===== src/hw/rtl/kprl_pkg.sv =====
// shared constants and types of the per-key press rate limiter
package kprl_pkg;

    localparam int ADDR_W        = 16;
    localparam int TIME_W        = 32;
    localparam int DEF_ENTRIES   = 16;
    localparam logic [TIME_W-1:0] DELAY_RESET = 32'd200;

    // mode codes of an input word
    localparam logic MODE_PRESS = 1'b0;
    localparam logic MODE_CLEAR = 1'b1;

    // outcome of a tag lookup
    typedef struct packed {
        logic tracked;   // a slot matched or was claimed
        logic is_new;    // the slot was claimed by this press
    } t_lookup;

endpackage


===== src/hw/rtl/kprl_tag_table.sv =====
// valid bits and button addresses, parallel match and free slot claim
module kprl_tag_table
    import kprl_pkg::*;
#(
    parameter int TABLE_ENTRIES = DEF_ENTRIES,
    parameter int SLOT_W        = (TABLE_ENTRIES > 1) ? $clog2(TABLE_ENTRIES) : 1
) (
    input  logic              i_clk,
    input  logic              i_rst_n,
    input  logic              i_press,
    input  logic              i_clear,
    input  logic [ADDR_W-1:0] i_addr,
    output logic [SLOT_W-1:0] o_slot,
    output t_lookup           o_lookup
);

    logic [TABLE_ENTRIES-1:0] r_valid;
    logic [ADDR_W-1:0]        r_addr [TABLE_ENTRIES];

    logic [SLOT_W-1:0] hit_slot;
    logic [SLOT_W-1:0] free_slot;
    logic              hit;
    logic              free;

    // lowest matching valid slot and lowest free slot
    always_comb begin
        hit       = 1'b0;
        free      = 1'b0;
        hit_slot  = '0;
        free_slot = '0;
        for (int i = TABLE_ENTRIES - 1; i >= 0; i--) begin
            if (r_valid[i] && (r_addr[i] == i_addr)) begin
                hit      = 1'b1;
                hit_slot = SLOT_W'(i);
            end
            if (!r_valid[i]) begin
                free      = 1'b1;
                free_slot = SLOT_W'(i);
            end
        end
    end

    assign o_slot           = hit ? hit_slot : free_slot;
    assign o_lookup.tracked = hit || free;
    assign o_lookup.is_new  = !hit && free;

    // valid bits: clear wipes all, a claim sets one
    always_ff @(posedge i_clk) begin
        if (!i_rst_n) begin
            r_valid <= '0;
        end else if (i_clear) begin
            r_valid <= '0;
        end else if (i_press && o_lookup.is_new) begin
            r_valid[free_slot] <= 1'b1;
        end
    end

    // address of a claimed slot
    always_ff @(posedge i_clk) begin
        if (i_press && !i_clear && o_lookup.is_new) begin
            r_addr[free_slot] <= i_addr;
        end
    end

endmodule


===== src/hw/rtl/kprl_time_ram.sv =====
// last accepted press time per slot, one write and one registered read port
module kprl_time_ram
    import kprl_pkg::*;
#(
    parameter int TABLE_ENTRIES = DEF_ENTRIES,
    parameter int SLOT_W        = (TABLE_ENTRIES > 1) ? $clog2(TABLE_ENTRIES) : 1
) (
    input  logic              i_clk,
    input  logic              i_we,
    input  logic [SLOT_W-1:0] i_waddr,
    input  logic [TIME_W-1:0] i_wdata,
    input  logic              i_re,
    input  logic [SLOT_W-1:0] i_raddr,
    output logic [TIME_W-1:0] o_rdata
);

    logic [TIME_W-1:0] r_mem [TABLE_ENTRIES];
    logic [TIME_W-1:0] r_rdata;

    // write port
    always_ff @(posedge i_clk) begin
        if (i_we) begin
            r_mem[i_waddr] <= i_wdata;
        end
    end

    // read port, data held until the next read
    always_ff @(posedge i_clk) begin
        if (i_re) begin
            r_rdata <= r_mem[i_raddr];
        end
    end

    assign o_rdata = r_rdata;

endmodule


===== src/hw/rtl/per_key_press_rate_limiter_top.sv =====
// Per-button press rate limiter. Each input word is a press (button address plus a
// wrapping millisecond timestamp) or a clear command, and yields one result word.
// Button addresses sit in a flip-flop tag table that is matched in parallel, and the
// time of the last accepted press of each slot sits in a single-port-read memory.
// A word is looked up and its slot read in the cycle it is accepted; the check stage
// then compares the elapsed time against the delay register, writes the slot back and
// loads the output register, and holds while the output register is stalled. One word
// per cycle is taken while the output is drained; a write-back to the slot that the
// next word reads is forwarded. Table size is TABLE_ENTRIES.
module per_key_press_rate_limiter_top
    import kprl_pkg::*;
#(
    parameter int TABLE_ENTRIES = DEF_ENTRIES
) (
    input  logic              i_clk,
    input  logic              i_rst_n,
    input  logic              i_cfg_we,
    input  logic [TIME_W-1:0] i_cfg_data,
    input  logic              i_valid,
    output logic              o_ready,
    input  logic              i_mode,
    input  logic [ADDR_W-1:0] i_button_address,
    input  logic [TIME_W-1:0] i_current_time_ms,
    output logic              o_valid,
    input  logic              i_ready,
    output logic              o_accepted,
    output logic              o_tracked
);

    localparam int SLOT_W = (TABLE_ENTRIES > 1) ? $clog2(TABLE_ENTRIES) : 1;

    logic [TIME_W-1:0] r_delay;

    logic              in_accept;
    logic              press;
    logic              clear;
    logic [SLOT_W-1:0] lk_slot;
    t_lookup           lk;

    logic              r_s2_valid;
    logic              r_s2_mode;
    t_lookup           r_s2_lk;
    logic [SLOT_W-1:0] r_s2_slot;
    logic [TIME_W-1:0] r_s2_time;
    logic              r_fwd_hit;
    logic [TIME_W-1:0] r_fwd_time;

    logic              r_out_valid;
    logic              r_accepted;
    logic              r_tracked;

    logic              s2_advance;
    logic [TIME_W-1:0] ram_rdata;
    logic [TIME_W-1:0] prev_time;
    logic [TIME_W-1:0] elapsed;
    logic              pass;
    logic              s2_press;
    logic              s2_we;
    logic [TIME_W-1:0] s2_wdata;

    // handshakes
    assign s2_advance = !r_out_valid || i_ready;
    assign o_ready    = !r_s2_valid || s2_advance;
    assign in_accept  = i_valid && o_ready;
    assign press      = in_accept && (i_mode == MODE_PRESS);
    assign clear      = in_accept && (i_mode == MODE_CLEAR);

    // configuration register
    always_ff @(posedge i_clk) begin
        if (!i_rst_n) begin
            r_delay <= DELAY_RESET;
        end else if (i_cfg_we) begin
            r_delay <= i_cfg_data;
        end
    end

    kprl_tag_table #(
        .TABLE_ENTRIES (TABLE_ENTRIES),
        .SLOT_W        (SLOT_W)
    ) u_tags (
        .i_clk    (i_clk),
        .i_rst_n  (i_rst_n),
        .i_press  (press),
        .i_clear  (clear),
        .i_addr   (i_button_address),
        .o_slot   (lk_slot),
        .o_lookup (lk)
    );

    kprl_time_ram #(
        .TABLE_ENTRIES (TABLE_ENTRIES),
        .SLOT_W        (SLOT_W)
    ) u_times (
        .i_clk   (i_clk),
        .i_we    (s2_we),
        .i_waddr (r_s2_slot),
        .i_wdata (s2_wdata),
        .i_re    (press),
        .i_raddr (lk_slot),
        .o_rdata (ram_rdata)
    );

    // check stage: a fresh slot starts at time zero
    assign prev_time = r_s2_lk.is_new ? '0 : (r_fwd_hit ? r_fwd_time : ram_rdata);
    assign elapsed   = r_s2_time - prev_time;
    assign pass      = elapsed >= r_delay;
    assign s2_press  = (r_s2_mode == MODE_PRESS) && r_s2_lk.tracked;
    assign s2_we     = r_s2_valid && s2_advance && s2_press && (pass || r_s2_lk.is_new);
    assign s2_wdata  = pass ? r_s2_time : '0;

    // check stage control
    always_ff @(posedge i_clk) begin
        if (!i_rst_n) begin
            r_s2_valid <= 1'b0;
        end else if (in_accept) begin
            r_s2_valid <= 1'b1;
        end else if (s2_advance) begin
            r_s2_valid <= 1'b0;
        end
    end

    // check stage word and write-back forwarding
    always_ff @(posedge i_clk) begin
        if (in_accept) begin
            r_s2_mode  <= i_mode;
            r_s2_lk    <= lk;
            r_s2_slot  <= lk_slot;
            r_s2_time  <= i_current_time_ms;
            r_fwd_hit  <= s2_we && (r_s2_slot == lk_slot);
            r_fwd_time <= s2_wdata;
        end
    end

    // output register
    always_ff @(posedge i_clk) begin
        if (!i_rst_n) begin
            r_out_valid <= 1'b0;
            r_accepted  <= 1'b0;
            r_tracked   <= 1'b0;
        end else if (s2_advance) begin
            r_out_valid <= r_s2_valid;
            if (r_s2_valid) begin
                r_accepted <= (r_s2_mode == MODE_PRESS) && (!r_s2_lk.tracked || pass);
                r_tracked  <= s2_press;
            end
        end
    end

    assign o_valid    = r_out_valid;
    assign o_accepted = r_accepted;
    assign o_tracked  = r_tracked;

endmodule


===== config.mk =====
export PLATFORM = sky130hd
export DESIGN_NAME = per_key_press_rate_limiter_top
export DESIGN_NICKNAME = d
export VERILOG_FILES = /design/src/hw/rtl/kprl_pkg.sv /design/src/hw/rtl/kprl_tag_table.sv /design/src/hw/rtl/kprl_time_ram.sv /design/src/hw/rtl/per_key_press_rate_limiter_top.sv
export SDC_FILE = /design/constraint.sdc
export NUM_CORES = 1
export LEC_CHECK = 0
export ABC_AREA = 1
export BUFFER_PORTS_ARGS = -buffer_cell sky130_fd_sc_hd__buf_2
export CORE_MARGIN = 5
export CORE_UTILIZATION = 40
export CTS_BUF_LIST = sky130_fd_sc_hd__clkbuf_4
export DETAILED_ROUTE_END_ITERATION = 7
export GPL_ROUTABILITY_DRIVEN = 0
export HOLD_SLACK_MARGIN = 0.12
export SLEW_MARGIN = 20
export SYNTH_ARGS = -nofsm -noshare
export SYNTH_HDL_FRONTEND = slang
export SYNTH_HIERARCHICAL = 1
export SYNTH_SLANG_ARGS = --single-unit
export TNS_END_PERCENT = 5

===== constraint.sdc =====
create_clock -name i_clk -period 9.2 [get_ports i_clk]
set_clock_uncertainty 0.2 [all_clocks]
set_input_delay 0.92 -clock i_clk [delete_from_list [all_inputs] [get_ports i_clk]]
set_output_delay 0.92 -clock i_clk [all_outputs]
set_load 0.05 [all_outputs]

==> results of run 1 <==
## cells in the mapped netlist, drive strengths merged (5+ instances only)
| cell type | n | area share [%] |
|---|---|---|
| a22o | 9 | 0.19 |
| clkbuf | 35 | 0.31 |
| inv | 576 | 5.1 |
| nor4 | 16 | 0.25 |
| nand3 | 427 | 5.2 |
| nor2 | 261 | 2.5 |
| nand2 | 1032 | 9.3 |
| o2111ai | 9 | 0.19 |
| xnor2 | 27 | 0.56 |
| a21oi | 123 | 1.5 |
| nand4 | 18 | 0.27 |
| or2 | 29 | 0.43 |
| a211oi | 7 | 0.12 |
| a21o | 5 | 0.089 |
| buf | 133 | 2.3 |
| ha | 64 | 1.9 |
| nor3 | 13 | 0.15 |
| dfxtp | 52 | 2.5 |
| o21ai | 154 | 1.9 |
| o22ai | 38 | 0.61 |
| edfxtp | 872 | 62 |
| a221oi | 25 | 0.52 |
| o211ai | 5 | 0.089 |
| xor2 | 64 | 1.3 |
## worst max path at each step
| stage | from | end | slack (ns) | cells after the start |
|---|---|---|---|---|
| detailed placement | r_fwd_hit$_DFFE_PP_ | u_times/r_mem[10][21]$_DFFE_PP_ | 2.19 | 25 |
| CTS | r_fwd_hit$_DFFE_PP_ | u_times/r_mem[10][31]$_DFFE_PP_ | 2.11 | 25 |
| global route | r_fwd_hit$_DFFE_PP_ | u_times/r_mem[8][15]$_DFFE_PP_ | 1.59 | 27 |
| floorplan | r_fwd_hit$_DFFE_PP_ | u_times/r_mem[10][0]$_DFFE_PP_ | 3.59 | 28 |
| global placement | r_fwd_hit$_DFFE_PP_ | u_times/r_mem[15][29]$_DFFE_PP_ | 2.17 | 25 |
| finish | r_fwd_hit$_DFFE_PP_ | u_times/r_mem[9][25]$_DFFE_PP_ | 2.26 | 25 |
## flip-flops by register name, summed over array words and instances, names as in the netlist, 2 cells and up
name             cells
r_delay             32
r_fwd_time          32
r_s2_lk              2
r_s2_slot            4
r_s2_time           32
u_tags/r_addr      256
u_tags/r_valid      16
u_times/o_rdata     32
u_times/r_mem      512
## metrics by stage
stage	instance area [um^2]	utilization, %	worst slack [ns]
finish	47980	45.78	2.260
CTS	47860	45.66	2.109
global route	47980	45.77	1.586
detailed placement	43880	41.86	2.190
floorplan	42060	-	3.595
global placement	43770	41.76	2.169
## report_power, final
part / internal [uW] / switching, uW / leakage (uW) / total, uW
Combinational: 187 / 516 / 0.00915 / 704
Sequential: 4730 / 26.2 / 0.00841 / 4760
Clock: 1790 / 1690 / 0.00181 / 3480
## per-layer routing
| metal | routed length, um | part of all wire, % | global-route usage, % | up-vias |
|---|---|---|---|---|
| li1 | - | - | - | 14260 |
| met1 | 46550 | 41 | 25.72 | 14150 |
| met2 | 52860 | 47 | 31.91 | 1143 |
| met3 | 9311 | 8.3 | 4.636 | 227 |
| met4 | 3727 | 3.3 | 7.954 | 2 |
| met5 | 13 | 0.012 | 0 | - |
## cells by family (layout without fill, tap and decap cells)
logic type | count (synthesis) | after routing | synth area share, %
flops | 924 | 924 | 64.73
simple gates | 1802 | 1802 | 18.17
compound gates | 389 | 389 | 5.414
other cells | 0 | 9 | 0
xor+xnor | 91 | 91 | 1.895
buf+inv | 746 | 1250 | 7.838
fa+ha+maj | 65 | 65 | 1.951
## worst max-delay path, delay by kind of cell, from the launching register on
family,cells,cell delay [ns]
compound gates,4,1.06
fa+ha+maj,2,0.59
buf+inv,3,1.29
simple gates,16,2.39
flops,1,0.99
## final cells by class
cell class                 instances  share of cell area, %
clock inverter                    82                 0.9387
multi-input combinational       2347                  24.54
inverter                         577                  4.548
clock buffer                     346                  5.413
antenna                            9                0.04694
tap                             1391                  3.627
sequential                       924                  56.74
timing repair buffer             245                  4.141
## what timing repair did
action / CTS / global route
hold buffers: 93 / 0
setup endpoints to repair: 0 / 0
hold endpoints to repair: 255 / 0
==> flow_metrics.tcl, run 1 <==
set metrics [dict create \
    outcome "complete, no violations" \
    p_total_uw 8940 \
    grt_antenna_before_repair 7 \
    hold_end "r_delay[4]$_SDFFE_PN0P_" \
    holdPathStages 3 \
    grt.total_usage_pct 19.70 \
    io_pins 90 \
    synth-main-ff-cell "edfxtp_1" \
    core-area_um2 104800 \
    yosysWarnings 6 \
    fin_crit_sh_pct 75.44 \
    routedWlPerCell_um 18.99 \
    drive_gt1_share_pct 14.40 \
    die-area_um2 111700 \
    path_clk_slew_ns 0.07 \
    path_class "reg -> reg" \
    grt_pass1_wl_um 169100 \
    detail_route.vias_per_cell 5.030 \
    cts_tree "built" \
    clockBufferDepth 3 \
    wirelength_um 112500 \
    tightest_slew_ns 1.129 \
    antenna_left 0 \
    initial_core_util_pct 40.13 \
    worst_path_max_delay_cell "edfxtp_1" \
    grt-ovfl-total 0 \
    initialDrtViolationCount 2655 \
    cts_resized 0 \
    dr.pass1.iters 6 \
    die_h_um 334.3 \
    port_buffers 89 \
    ys_seq_elements 924 \
    cp_max_fo 33 \
    max_slew_margin_pct 24.65 \
    postCtsSetupRepairBufs 0 \
    ys_types 59 \
    rsz0062_at_grt "false" \
    setup_violations 0 \
    cap_violations 0 \
    fin_crit_ns 6.940 \
    cp_common_cell "nand2_1" \
    nNetsFinal 4479 \
    htreeDepth 4 \
    multiInputGateArea_um2 11780 \
    grt_pass1_vias 28700 \
    fin_cells 5921 \
    min_from "i_rst_n" \
    syn_to_final_growth_pct 14.08 \
    final_cell_mix "1027 x nand2_1, 872 x edfxtp_1, 552 x inv_1" \
    r2r-start "r_fwd_hit$_DFFE_PP_" \
    avgSynthCellArea_um2 10.47 \
    holdWs_ns 0.2564 \
    p_per_area_nw_per_um2 186.3 \
    finalMaxSlewViolations 0 \
    rrSetupSlack_ns 2.26 \
    syn_area_um2 42060 \
    die_w_um 334.3 \
    worst_ep_arrival_time_ns 7.48 \
    min_path_type "in -> reg" \
    rr_worst_depth 25 \
    final-seq-area_um2 27230 \
    ir_drop_v 0.0001174 \
    setup_tns_ns 0 \
    ys_async_sr_fraction_pct 0 \
    synthCells 4017 \
    vias 29780 \
    hold_violations 0 \
    final_common_cell "nand2_1" \
    dp_hpwl_um 67270 \
    max_stage_delay_ns 0.99 \
    synth-edff-count 872 \
    fillCellCount 9767 \
    power_leakage_uw 0.01936 \
    synth_fp_nets 4168 \
    rows 119 \
    cp.required_ns 9.74 \
    ys_seq_area_share_pct 64.73 \
    critPathLaunchType "register" \
    end_kind "register" \
    grt_max_degree 93 \
    insertion_delay_ns 1.13 \
    cts_root_buf "clkbuf_4" \
    max_freq_mhz 144.1 \
    timing.rr.end "u_times/r_mem[9][25]$_DFFE_PP_" \
    cts_num_sinks 924 \
    remaining_drc_errors 0 \
    placed_cells 5387 \
    numCtsBuffers 233 \
]
Power figures use the tool's default switching activity.
==> inputs of run 2 (changes only) <==
--- a/config.mk
+++ b/config.mk
@@ -5,7 +5,7 @@
 export SDC_FILE = /design/constraint.sdc
 export NUM_CORES = 1
 export LEC_CHECK = 0
-export ABC_AREA = 1
+export ABC_AREA = 0
 export BUFFER_PORTS_ARGS = -buffer_cell sky130_fd_sc_hd__buf_2
 export CORE_MARGIN = 5
 export CORE_UTILIZATION = 40
==> constraint.sdc (replaced) <==
create_clock -name i_clk -period 5.6 [get_ports i_clk]
set_clock_uncertainty 0.2 [all_clocks]
set_input_delay 0.56 -clock i_clk [delete_from_list [all_inputs] [get_ports i_clk]]
set_output_delay 0.56 -clock i_clk [all_outputs]
set_load 0.05 [all_outputs]
==> flow_metrics.tcl, run 2 <==
set metrics [dict create \
    vias 24100 \
    cp_max_fo 7 \
    die_w_um 325.3 \
    remaining_drc_errors 0 \
    cts_root_buf "clkbuf_4" \
    path_class "reg -> reg" \
    synth_fp_nets 2559 \
    detail_route.vias_per_cell 5.350 \
    finalMaxSlewViolations 0 \
    synth.top_cell.area_share_pct 65.84 \
    end_kind "register" \
    cp.required_ns 6.16 \
    outcome "complete, but fails checks" \
    nNetsFinal 3182 \
    dp_hpwl_um 66100 \
    synth_area_leader_cell "edfxtp_1" \
    port_buffers 89 \
    ys_seq_area_share_pct 68.46 \
    worst_ep_arrival_time_ns 6.24 \
    cts_tree "built" \
    avgSynthCellArea_um2 16.52 \
    rsz0062_at_grt "true" \
    path_clk_slew_ns 0.07 \
    drive_gt1_share_pct 28.74 \
    worst_path_max_delay_cell "or3b_4" \
    synthTopCellsByCount "872 x edfxtp_1, 210 x xnor2_1, 128 x mux4_2" \
    fin_crit_ns 5.682 \
    power_leakage_uw 0.01630 \
    routedWlPerCell_um 22.77 \
    min_path_type "in -> reg" \
    cp_num_buf_inv 4 \
    antenna_left 0 \
    max_stage_delay_ns 0.44 \
    crit_start "r_fwd_hit$_DFFE_PP_" \
    hold_violations 0 \
    wirelength_um 102600 \
    fin_crit_sh_pct 101.5 \
    violations "setup timing" \
    placed_area_um2 43080 \
    crit_chain "buf_6 > mux2_2 > nand2_2 > ha_4 > a21o_1 > or3_4 > a2bb2oi_2 > a21o_1 > a21o_1 > nand4_1 > o311ai_2 > ha_1 > nand4_1 > nor4_2 > a211oi_2 > o21ai_2 > a21oi_4 > a21oi_4 > or3b_4 > buf_12 > nor2_4 > buf_12 > buf_12" \
    top_regs "u_times/r_mem x512, u_tags/r_addr x256" \
    ys_types 90 \
    final_area_um2 48650 \
    cts_num_sinks 924 \
    initialDrtViolationCount 1778 \
    synth-main-ff-cell "edfxtp_1" \
    final_cell_mix "872 x edfxtp_1, 348 x clkbuf_4, 220 x dlygate4sd3_1" \
    max_freq_mhz 176.0 \
    largest-register "u_times/r_mem" \
    yosysMostFrequentCell "edfxtp_1" \
    tightest_slew_ns 1.062 \
    syn_area_um2 39770 \
    max_slew_margin_pct 29.21 \
    die-area_um2 105800 \
    core-area_um2 98560 \
    synthCells 2408 \
    r2r-start "r_fwd_hit$_DFFE_PP_" \
    clockBufferDepth 3 \
    io_pins 90 \
    rows 115 \
    initial_core_util_pct 40.35 \
    setup_slack_ns -0.08226 \
    grt-ovfl-total 0 \
    fillCellCount 8222 \
    grt_pass1_vias 24780 \
    insertion_delay_ns 1.12 \
    crit_family "compound AO/OA/AOI/OAI gates" \
    grt_antenna_before_repair 5 \
    final_common_cell "edfxtp_1" \
    htreeDepth 4 \
    synth-edff-count 872 \
    p_total_uw 14780 \
    numCtsBuffers 232 \
    die_h_um 325.3 \
    synth_area_leaders "edfxtp_1 66%, mux4_2 7.2%, xnor2_1 4.6%" \
    largest_reg_flops 512 \
    setup_violations 46 \
    ys_seq_elements 924 \
    p_per_area_nw_per_um2 303.9 \
    grt_pass1_wl_um 153000 \
    cap_violations 0 \
    ys_async_sr_fraction_pct 0 \
    syn_to_final_growth_pct 22.31 \
    grt.total_usage_pct 19.06 \
    yosysWarnings 6 \
    ir_drop_v 0.0001705 \
    critPathLaunchType "register" \
    dr.pass1.iters 5 \
    min_from "i_button_address[3]" \
    grt_max_degree 62 \
]
run 2: changes by cell type after synthesis, moves of 68 or more:
cell,change
nand3_1,-384
xnor2_1,+183
o21ai_0,-119
nor2_1,-147
a21oi_1,-76
nand4_1,+68
nand2_1,-905
inv_1,-513
mux4_2,+128
run 2: stage by stage:
stage                     utilization (%)  cells  hold WS, ns  TNS [ns]  worst slack (ns)
final                               49.35   4505       0.2513   -0.9722          -0.08226
after global routing                49.34   4501       0.1463    -74.32           -0.3225
after global placement              43.70   3852       0.2807         0            0.1057
after CTS                           49.04   4486       0.1290  -0.02353          -0.02353
after floorplan                         -   2408       0.2580    -12.99           -0.1853
after detailed placement            43.70   3852       0.2869    -34.02           -0.1594
run 2: final cells by class:
class                   instances  area (um^2)  share of cell area (%)
well taps                    1287         1610                   3.310
flip-flops and latches        924        27230                   55.97
diodes                          7        17.52                 0.03601
inverters                      44        165.2                  0.3395
clock buffers                 348         2613                   5.371
multi-input cells            1336        12040                   24.76
clock inverters                66        397.9                  0.8179
repair buffers                493         4573                   9.401
run 2: cell families after synthesis:
logic type / count (synthesis) / synth area share [%]
mux: 189 / 8.878
fa+ha+maj: 65 / 2.064
flops: 924 / 68.46
compound gates: 231 / 4.216
xor+xnor: 287 / 6.320
buf+inv: 148 / 2.347
simple gates: 564 / 7.717
run 2: worst paths after layout:
path,slack [ns],cells past startpoint,to
max,-0.08,23,u_times/r_mem[2][18]$_DFFE_PP_
min,0.25,2,u_tags/r_addr[13][3]$_DFFE_PP_
max reg2reg,-0.08,23,u_times/r_mem[2][18]$_DFFE_PP_
min reg2reg,0.32,2,o_tracked$_SDFFE_PN0P_
run 2: power by group:
part	internal (uW)	switching, uW	leakage [uW]
logic	537	735	0.00610
clock network	2910	2760	0.00179
registers	7780	55.8	0.00840
run 2: routing by layer:
layer,part of all wire [%],track usage [%],vias up
li1,-,-,10820
met1,43,26.16,12150
met2,46,29.68,918
met3,7.7,4.942,207
met4,2.8,6.523,2
met5,0.052,0.6341,-
run 2: what timing repair did:
item                                   CTS  global route
gates cloned                             0             2
gates resized for setup                 16            33
pin swaps                                5            23
endpoints found under the hold margin  376             0
setup endpoints to repair              516           651
hold buffers                           220             0
buffers inserted                         0            10
